## config.mk

```make
export PLATFORM = sky130hd
export DESIGN_NAME = flow_row_gap_fill_unit_flat
export DESIGN_NICKNAME = d
export VERILOG_FILES = /design/src/rtl/core/frgf_pkg.sv /design/src/rtl/core/frgf_ifs.sv /design/src/rtl/core/frgf_in_stage.sv /design/src/rtl/core/frgf_span_core.sv /design/src/rtl/core/flow_row_gap_fill_unit.sv /design/src/flat_wrapper.sv
export SDC_FILE = /design/constraint.sdc
export NUM_CORES = 1
export LEC_CHECK = 0
export ABC_AREA = 1
export BUFFER_PORTS_ARGS = -buffer_cell sky130_fd_sc_hd__buf_2
export CORE_ASPECT_RATIO = 1.25
export CORE_UTILIZATION = 51
export DETAILED_ROUTE_END_ITERATION = 7
export PLACE_DENSITY = 0.76
export RECOVER_POWER = 50
export SLEW_MARGIN = 20
export SYNTH_ARGS = -nofsm -noshare
export SYNTH_HDL_FRONTEND = slang
export SYNTH_SLANG_ARGS = --single-unit
```

## constraint.sdc

```tcl
create_clock -name clk -period 5.8 [get_ports clk]
set_clock_uncertainty 0.1 [all_clocks]
set_input_delay 1.16 -clock clk [delete_from_list [all_inputs] [get_ports clk]]
set_output_delay 1.16 -clock clk [all_outputs]
set_load 0.03 [all_outputs]
```

## src/rtl/core/frgf_pkg.sv

```systemverilog
`timescale 1ns / 1ps

package frgf_pkg;

  localparam int FLOW_W        = 16;
  localparam int ID_W          = 17;
  localparam int FILL_ID_W     = 16;
  localparam int SPAN_W        = 11;
  localparam int DEF_MAX_WIDTH = 2048;

  // Object id codes that are not real objects.
  localparam logic [ID_W-1:0] ID_NO_FLOW    = 17'h1FFFF;
  localparam logic [ID_W-1:0] ID_BACKGROUND = 17'h0FFFF;

  typedef struct packed {
    logic signed [FLOW_W-1:0] flow_u;
    logic signed [FLOW_W-1:0] flow_v;
    logic signed [ID_W-1:0]   object_id;
    logic                     end_of_row;
  } pixel_t;

endpackage

```

## src/rtl/core/frgf_ifs.sv

```systemverilog
`timescale 1ns / 1ps

interface frgf_pixel_if;
  logic                                   valid;
  logic                                   ready;
  logic signed [frgf_pkg::FLOW_W-1:0]     flow_u;
  logic signed [frgf_pkg::FLOW_W-1:0]     flow_v;
  logic signed [frgf_pkg::ID_W-1:0]       object_id;
  logic                                   end_of_row;

  modport source (output valid, flow_u, flow_v, object_id, end_of_row, input ready);
  modport sink   (input valid, flow_u, flow_v, object_id, end_of_row, output ready);
endinterface

interface frgf_span_if;
  logic                                   valid;
  logic                                   ready;
  logic        [frgf_pkg::SPAN_W-1:0]     span_first;
  logic        [frgf_pkg::SPAN_W-1:0]     span_last;
  logic signed [frgf_pkg::FLOW_W-1:0]     fill_u;
  logic signed [frgf_pkg::FLOW_W-1:0]     fill_v;
  logic        [frgf_pkg::FILL_ID_W-1:0]  fill_id;

  modport source (output valid, span_first, span_last, fill_u, fill_v, fill_id, input ready);
  modport sink   (input valid, span_first, span_last, fill_u, fill_v, fill_id, output ready);
endinterface

```

## src/rtl/core/frgf_in_stage.sv

```systemverilog
`timescale 1ns / 1ps

module frgf_in_stage (
  input  logic             clk,
  input  logic             rst,
  frgf_pixel_if.sink       pixel,
  input  logic             take,
  output logic             pix_valid,
  output frgf_pkg::pixel_t pix
);
  import frgf_pkg::*;

  // The register may be refilled in the same cycle that its beat moves on.
  assign pixel.ready = !pix_valid || take;

  always_ff @(posedge clk) begin
    if (rst) begin
      pix_valid <= 1'b0;
    end else if (pixel.valid && pixel.ready) begin
      pix_valid <= 1'b1;
    end else if (take) begin
      pix_valid <= 1'b0;
    end
  end

  always_ff @(posedge clk) begin
    if (pixel.valid && pixel.ready) begin
      pix.flow_u     <= pixel.flow_u;
      pix.flow_v     <= pixel.flow_v;
      pix.object_id  <= pixel.object_id;
      pix.end_of_row <= pixel.end_of_row;
    end
  end

endmodule

```

## src/rtl/core/frgf_span_core.sv

```systemverilog
`timescale 1ns / 1ps

module frgf_span_core #(
  parameter int MAX_WIDTH = frgf_pkg::DEF_MAX_WIDTH
) (
  input  logic             clk,
  input  logic             rst,
  input  logic             pix_valid,
  input  frgf_pkg::pixel_t pix,
  output logic             take,
  frgf_span_if.source      fill
);
  import frgf_pkg::*;

  localparam int               COL_W   = $clog2(MAX_WIDTH);
  localparam logic [COL_W-1:0] COL_MAX = COL_W'(MAX_WIDTH - 1);
  localparam logic [COL_W-1:0] COL_ONE = COL_W'(1);

  logic [COL_W-1:0]          column;
  logic [COL_W-1:0]          column_next;
  logic [COL_W-1:0]          run_length;
  logic [COL_W-1:0]          run_length_next;
  logic                      left_is_valid;
  logic                      left_is_valid_next;
  logic signed [FLOW_W-1:0]  left_u;
  logic signed [FLOW_W-1:0]  left_v;
  logic [FILL_ID_W-1:0]      left_id;

  logic no_flow;
  logic backgnd;
  logic is_valid;
  logic emit;
  logic row_end;
  logic out_valid;

  assign take     = pix_valid && (!out_valid || fill.ready);
  assign no_flow  = (pix.object_id == ID_NO_FLOW);
  assign backgnd  = (pix.object_id == ID_BACKGROUND);
  assign is_valid = !no_flow && !backgnd;
  assign emit     = is_valid && (run_length != '0) && left_is_valid;
  assign row_end  = pix.end_of_row || (column == COL_MAX);

  always_comb begin
    run_length_next    = run_length;
    left_is_valid_next = left_is_valid;
    column_next        = column + COL_ONE;
    if (no_flow) begin
      run_length_next = run_length + COL_ONE;
    end else if (backgnd) begin
      run_length_next    = '0;
      left_is_valid_next = 1'b0;
    end else begin
      run_length_next    = '0;
      left_is_valid_next = 1'b1;
    end
    // A run still open at the end of a row has no right neighbour and is dropped.
    if (row_end) begin
      column_next        = '0;
      run_length_next    = '0;
      left_is_valid_next = 1'b0;
    end
  end

  always_ff @(posedge clk) begin
    if (rst) begin
      column        <= '0;
      run_length    <= '0;
      left_is_valid <= 1'b0;
    end else if (take) begin
      column        <= column_next;
      run_length    <= run_length_next;
      left_is_valid <= left_is_valid_next;
    end
  end

  always_ff @(posedge clk) begin
    if (take && is_valid) begin
      left_u  <= pix.flow_u;
      left_v  <= pix.flow_v;
      left_id <= pix.object_id[FILL_ID_W-1:0];
    end
  end

  always_ff @(posedge clk) begin
    if (rst) begin
      out_valid <= 1'b0;
    end else if (take) begin
      out_valid <= emit;
    end else if (fill.ready) begin
      out_valid <= 1'b0;
    end
  end

  always_ff @(posedge clk) begin
    if (take && emit) begin
      fill.span_first <= SPAN_W'(column - run_length);
      fill.span_last  <= SPAN_W'(column - COL_ONE);
      fill.fill_u     <= (left_u <= pix.flow_u) ? left_u : pix.flow_u;
      fill.fill_v     <= (left_v <= pix.flow_v) ? left_v : pix.flow_v;
      fill.fill_id    <= left_id;
    end
  end

  assign fill.valid = out_valid;

endmodule

```

## src/rtl/core/flow_row_gap_fill_unit.sv

```systemverilog
`timescale 1ns / 1ps

// Row gap filler for an optical-flow image.
// The pixel channel takes flow pixels in raster order: flow_u, flow_v, object_id and
// end_of_row. An id of all ones means no flow, 65535 means background. The fill channel
// gives one span command when a run of no-flow pixels lies between two valid pixels of
// the same row: the columns to overwrite, the lesser u and v of the two neighbours and
// the id of the left one. Pixels that close no such run give no beat on the fill side.
// A pixel accepted on the pixel channel passes the pixel register, then the result register,
// before its command shows on the fill channel. One pixel is taken every cycle while the
// fill channel does not stall; the state update is a single compare and counter step
// between the two registers. A row ends at a pixel marked end_of_row, or at column
// MAX_WIDTH-1 in any case. Synchronous reset returns the column and run counters to zero
// and empties both registers. When the receiver stalls, the command holds in the result
// register while one more pixel waits in the pixel register; after that pixel ready
// falls until the command is taken.
module flow_row_gap_fill_unit #(
  parameter int MAX_WIDTH = frgf_pkg::DEF_MAX_WIDTH
) (
  input  logic        clk,
  input  logic        rst,
  frgf_pixel_if.sink  pixel,
  frgf_span_if.source fill
);
  import frgf_pkg::*;

  logic   take;
  logic   pix_valid;
  pixel_t pix;

  frgf_in_stage u_in_stage (
    .clk       (clk),
    .rst       (rst),
    .pixel     (pixel),
    .take      (take),
    .pix_valid (pix_valid),
    .pix       (pix)
  );

  frgf_span_core #(
    .MAX_WIDTH (MAX_WIDTH)
  ) u_span_core (
    .clk       (clk),
    .rst       (rst),
    .pix_valid (pix_valid),
    .pix       (pix),
    .take      (take),
    .fill      (fill)
  );

endmodule

```

## src/flat_wrapper.sv

```systemverilog
// flat-port wrapper written by rule: the top's interface ports become plain ports
module flow_row_gap_fill_unit_flat import frgf_pkg::*;
#(
  parameter int MAX_WIDTH = frgf_pkg::DEF_MAX_WIDTH
)
  (clk, rst, pixel_valid, pixel_flow_u, pixel_flow_v, pixel_object_id, pixel_end_of_row, pixel_ready, fill_valid, fill_span_first, fill_span_last, fill_fill_u, fill_fill_v, fill_fill_id, fill_ready);
  frgf_pixel_if pixel_i ();
  frgf_span_if fill_i ();
  input  logic clk;
  input  logic rst;
  input wire logic [$bits(pixel_i.valid)-1:0] pixel_valid;
  input wire logic [$bits(pixel_i.flow_u)-1:0] pixel_flow_u;
  input wire logic [$bits(pixel_i.flow_v)-1:0] pixel_flow_v;
  input wire logic [$bits(pixel_i.object_id)-1:0] pixel_object_id;
  input wire logic [$bits(pixel_i.end_of_row)-1:0] pixel_end_of_row;
  output wire logic [$bits(pixel_i.ready)-1:0] pixel_ready;
  output wire logic [$bits(fill_i.valid)-1:0] fill_valid;
  output wire logic [$bits(fill_i.span_first)-1:0] fill_span_first;
  output wire logic [$bits(fill_i.span_last)-1:0] fill_span_last;
  output wire logic [$bits(fill_i.fill_u)-1:0] fill_fill_u;
  output wire logic [$bits(fill_i.fill_v)-1:0] fill_fill_v;
  output wire logic [$bits(fill_i.fill_id)-1:0] fill_fill_id;
  input wire logic [$bits(fill_i.ready)-1:0] fill_ready;
  assign pixel_i.valid = pixel_valid;
  assign pixel_i.flow_u = pixel_flow_u;
  assign pixel_i.flow_v = pixel_flow_v;
  assign pixel_i.object_id = pixel_object_id;
  assign pixel_i.end_of_row = pixel_end_of_row;
  assign pixel_ready = pixel_i.ready;
  assign fill_valid = fill_i.valid;
  assign fill_span_first = fill_i.span_first;
  assign fill_span_last = fill_i.span_last;
  assign fill_fill_u = fill_i.fill_u;
  assign fill_fill_v = fill_i.fill_v;
  assign fill_fill_id = fill_i.fill_id;
  assign fill_i.ready = fill_ready;
  flow_row_gap_fill_unit #(.MAX_WIDTH(MAX_WIDTH)) u_core (.clk(clk), .rst(rst), .pixel(pixel_i), .fill(fill_i));
endmodule
```

* After elaboration in Yosys (flattened, before gate mapping) *
Index checks and enable logic that the tools add are counted.

storage, ports and cells
  register bits after elaboration = 193
  latch bits = 0
  bits in writable memories = 0
  bits in read-only memories = 0
  input port bits = 54
  output and inout bits = 72
  word-level logic and storage cells = 57
  memories = 0

operators by class
  add/sub/neg operators = 4
  multiply operators = 0
  div/mod/pow operators = 0
  magnitude comparators = 2
  equal/unequal tests = 4
  shift operators = 0
  mux-type cells = 12
  bitwise logic cells = 0
  reduce and logical (&&, ||, !) cells = 18

operators with widths
  operator                                            number
  two-way mux 11 bit                                  3
  <= comparator 16 bit                                2
  two-way mux 16 bit                                  2
  adder 11 x 1 -> 11 bit, second input constant       2
  == test 17 x 16 -> 1 bit, second input constant     1
  == test 17 bit, second input constant               1
  == test 11 bit, second input constant               1
  nonzero test 11 bit                                 1
  subtractor 11 x 1 -> 11 bit, second input constant  1
  subtractor 11 bit                                   1
  logical AND 1 bit                                   7
  two-way mux 1 bit                                   7
  zero test 1 bit                                     4
  nonzero test 2 bit                                  2
  logical OR 1 bit                                    3
  != test 2 x 1 -> 1 bit, second input constant       1
  AND reduction 2 bit                                 1

* Depth between registers and ports, before layout *
  depth after elaboration = 6
  mapped depth = 16
  depth with buffers taken out = 15

* Hierarchy *
From an unflattened synthesis, not the netlist that was laid out.

second synthesis, totals
  cells, all modules = 707
  area, all modules = 8,354.3 um2

modules (own cells, without submodules)
  module          times used  cells each  area each (um2)  sequential area each (um2)
  frgf_span_core  1           651         6,805.3          4,023.9
  frgf_in_stage   1           56          1,549.0          1,521.5

* Worst setup path after synthesis *
OpenSTA, ideal clock, no wires.

  kind = input-to-reg
  start point = in fill_ready
  end point = reg u_core.u_span_core.fill.fill_id[0], enable pin
  setup time = 0.424 ns
  arrival time = 5.449 ns
  required time = 5.276 ns
  path slack = -0.173 ns
  cell stages on the path = 7
  path buffers = 1
  cell sequence = inv_1 > nand2_1 > nand2_1 > buf_2 > nor2_1 > o211ai_1 > inv_1

between the ends
  cells in the longest elaborated chain, start to end = 3

RTL lines
  what                  RTL line               RTL
  start, declared       flat_wrapper.sv:23     input wire logic [$bits(fill_i.ready)-1:0] fill_ready;
  logical OR 1 bit      frgf_span_core.sv:36   assign take = pix_valid && (!out_valid || fill.ready);
  logical AND 1 bit     frgf_span_core.sv:36
  logical AND 1 bit     frgf_span_core.sv:95   if (take && emit) begin
  end signal, assigned  frgf_span_core.sv:100  fill.fill_id <= left_id;
  end, declared         frgf_ifs.sv:24         modport source (output valid, span_first, span_last, fill_u, fill_v, fill_id, input ready);

No other way between the ends.
A chain may end at the register's enable or synchronous reset.

* Worst setup path after layout *
  start point = in fill_ready
  end point = reg u_core.u_span_core.left_v[7], enable pin

between the ends
  cells in the longest elaborated chain, start to end = 3

RTL lines
  what                  RTL line              RTL
  logical OR 1 bit      frgf_span_core.sv:36
  logical AND 1 bit     frgf_span_core.sv:36
  logical AND 1 bit     frgf_span_core.sv:77  if (take && is_valid) begin
  end signal, assigned  frgf_span_core.sv:79  left_v <= pix.flow_v;
  end, declared         frgf_span_core.sv:26  logic signed [FLOW_W-1:0] left_v;

No other way between the ends.

==> results.md <==
* Seq/Total Area, Yosys at 66.5%
* Die Ht at 145 µm
* Netlist cell types at 33
* Post-Syn Area per Cell at between 10 and 15 µm²
* Worst Tran Pin Value at 2.77 ns
* Cell accounting for the most synthesized area: edfxtp_1
* Max_slew headroom at -84.6%
* Fraction of layout cells with a size suffix above 1 at 11.3%
* Initial antenna violation count at 0
* Leak pwr at 0.00393 µW
* Largest net degree at the start of global routing at 51
* CP max FO at 49
* Worst R2R End: u_core.u_span_core.left_v[7]
* Ys Warns at 0
* CP Data Arrival Time at ~3.9 ns
* FF-to-FF path depth at 4
* CTS Root Cell: clkbuf_16
* Fmax at approximately 250 MHz
* Mapped Cells at ~710
* Mapped cell area at 8340 µm²
* Crit Path Category: input pin to flop
* Htree depth at 4
* Post-cts hold buffer count at 0
* Post-DP HPWL at about 11000 µm
* Pwr Density at 311 nW/µm²
* Fill count at 1286
* Core box area at 15800 µm²
* Input/output buffers at 125
* Max IR drop VDD at 0.208 mV
* Top cell type's share of synthesized area at 60.5%
* Layout area overhead at 16.0%
* Worst-Skew Late Latency at 0.43 ns
* Residual DRC at 0
* First-pass GRT wire length at 26000 µm
* Kind of cell adding the most delay to the critical path: buffers and inverters
* Crit path required time at ~5.7 ns
* Reg-to-reg setup timing slack at approximately 2.3 ns
* Final Worst Setup Slack at 1.83 ns
* Vias per cell at 5.12
* Status: finished, violations left
* Tcrit/Tclk final at about two thirds
* Cts repair resizes at 0
* Capture point of the critical path: u_core.u_span_core.left_v[7]
* Crit path time final at roughly 4.0 ns
* Failing checks: capacitance limit, slew limit
* Final net count at roughly 940
* CP Buf/Inv Count at 3
* FF-to-FF Start: u_core.u_span_core.fill.valid
* Vias in the first global route at about 5400
* DRT iter0 DRCs at 385
* Worst setup SP type: input pin
* Cell mode on critical path: nand2_1
* Final setup fails at 0
* GR Overflow Total at 0
* # Max-Cap Violations at 1
* Slowest-stage cell, CP: clkbuf_1
* Row count at 51
* CTS Sinks at slightly below 200
* Crit path depth at 6
* Ant diodes at 0
* Final ANT Viol Nets at 0
* Total wire length at 16000 µm
* Crit path cell chain: buf_2 > inv_1 > nand2_1 > nand2_1 > nor2_4 > clkbuf_1
* CTS Buffer Depth at 2
* Io pins at 126
* CP peak stage delay at 1.96 ns
* Hold Fails Final Rpt at 0
* Dpl ws at around 2.2 ns
* Die area at 16900 µm²
* Starting Density at a little over half
* FF+latch count, synth at 193
* TritonCTS Buffers at 17
* TNS Setup at 0 ns
* Synth Net Count at 809
* 1st-pass router iterations at 7
* Placer Congestion at 0.856
* Worst Setup SP: fill_ready
* Setup bufs post-CTS at 0
* Hold Path Class: flop to flop
* Die Span X at 116 µm
* Wire per inst at 15.0 µm
* Synth area leaders: edfxtp_1 (60%), nand2_1 (7.4%), ha_1 (6.9%)
* Clock transition at path regs at 0.08 ns
* Via count at 5473
* Setup crit end kind: flop
* RSZ-0062 raised after global routing: false
* Max Slew Vio Count at 50
* CTS tree: yes
* Overall routing resource usage at 20.2%
-- cell usage in the layout, fill, tap and decap left out, types with 2 or more instances in the layout --
cell type | synthesis | layout
dfxtp_1 | 25 | 25
edfxtp_1 | 168 | 168
clkbuf_1 | 3 | 75
nand3_2 | 4 | 3
nor3_2 | 2 | 2
nand4_1 | 44 | 44
nor3_1 | 5 | 5
inv_6 | 0 | 5
nand3_4 | 2 | 2
inv_8 | 0 | 5
clkinv_8 | 0 | 3
a21o_1 | 5 | 5
nor3b_1 | 3 | 3
nand2_1 | 164 | 164
o21ai_0 | 14 | 14
xnor2_1 | 4 | 4
clkbuf_16 | 0 | 17
nor2_1 | 56 | 55
buf_2 | 5 | 51
ha_1 | 46 | 46
a21oi_1 | 26 | 26
nand3_1 | 22 | 23
xor2_1 | 15 | 15
inv_1 | 81 | 79
clkinv_1 | 1 | 2
-- routing by layer --
metal	wire length [µm]	vias up	global-route usage (%)	part of all wire (%)
li1	-	2729	-	-
met1	6540	2587	24.4	41
met2	8410	134	35.0	53
met3	726	23	4.55	4.5
met4	303	0	6.99	1.9
met5	0	-	0	0
-- cell families after synthesis --
| family | after synthesis | synth area share [%] |
|---|---|---|
| AO/OA/AOI/OAI | 50 | 3.29 |
| buffers and inverters | 93 | 4.49 |
| AND/OR/NAND/NOR | 306 | 16.6 |
| flip-flops | 193 | 66.5 |
| XOR/XNOR | 19 | 2.00 |
| adder cells (fa/ha/maj) | 47 | 7.14 |
-- sequential cells by signal, indices dropped and copies added, names as in the netlist, 11 cells and up --
signal	count
u_core.u_in_stage.pix	50
u_core.u_span_core.column	11
u_core.u_span_core.fill.fill_id	16
u_core.u_span_core.fill.fill_u	16
u_core.u_span_core.fill.fill_v	16
u_core.u_span_core.fill.span_first	11
u_core.u_span_core.fill.span_last	11
u_core.u_span_core.left_id	16
u_core.u_span_core.left_u	16
u_core.u_span_core.left_v	16
u_core.u_span_core.run_length	11
-- power breakdown --
part	total, µW	switching, µW	internal (µW)
registers	1620	31.6	1580
logic	253	164	89.0
clock network	1140	563	580
total	3010	758	2250
-- area by class of cell --
type | count | area (µm²) | area share, %
flip-flops and latches | 193 | 5550 | 57.3
multi-input cells | 422 | 2420 | 25.1
repair buffers | 127 | 544 | 5.63
clock buffers | 17 | 425 | 4.40
inverters | 82 | 309 | 3.19
well taps | 212 | 265 | 2.74
clock inverters | 15 | 161 | 1.67
-- through the flow --
stage | total power [µW] | cell area [µm²] | hold slack (ns) | util (%) | cells
2_1_floorplan | 1820 | 8340 | 0.300 | - | 708
3_3_place_gp | 1890 | 9190 | 0.301 | 58.3 | 1036
3_5_place_dp | 1900 | 9190 | 0.305 | 58.3 | 1036
4_1_cts | 3040 | 9770 | 0.322 | 62.0 | 1068
5_1_grt | 3130 | 9670 | 0.327 | 61.4 | 1068
6_report | 3010 | 9670 | 0.318 | 61.4 | 1068
-- Yosys cell counts --
cell	number
buf_4	1
nand2_4	1
fa_1	1
nand3_2	4
nand3_4	2
buf_6	2
nand3b_1	1
nand2_2	1
xnor2_1	4
nand2_1	164
a21oi_1	26
clkinv_1	1
o21ai_0	14
xor2_1	15
nor2_1	56
nand4_1	44
dfxtp_1	25
a31oi_1	1
o211ai_1	1
ha_1	46
a31o_2	1
buf_2	5
o2111ai_1	1
or2_2	1
o21ai_1	1
inv_1	81
nor3b_1	3
nor3_1	5
a21o_1	5
nor3_2	2
clkbuf_1	3
nand3_1	22
edfxtp_1	168
-- worst min-delay path by stage --
| stage | from | endpoint | slack [ns] | cells past startpoint |
|---|---|---|---|---|
| 3_3_place_gp | u_core.u_span_core.left_id[9] | u_core.u_span_core.fill.fill_id[9] | 0.30 | 0 |
| 6_report | u_core.u_span_core.left_id[11] | u_core.u_span_core.fill.fill_id[11] | 0.32 | 0 |
| 3_5_place_dp | u_core.u_span_core.left_id[10] | u_core.u_span_core.fill.fill_id[10] | 0.30 | 0 |
| 5_1_grt | u_core.u_span_core.left_id[9] | u_core.u_span_core.fill.fill_id[9] | 0.33 | 0 |
| 4_1_cts | u_core.u_span_core.left_id[7] | u_core.u_span_core.fill.fill_id[7] | 0.32 | 0 |
| 2_1_floorplan | u_core.u_span_core.left_id[0] | u_core.u_span_core.fill.fill_id[0] | 0.30 | 0 |
Note: power is estimated with default switching activity, not from simulation.
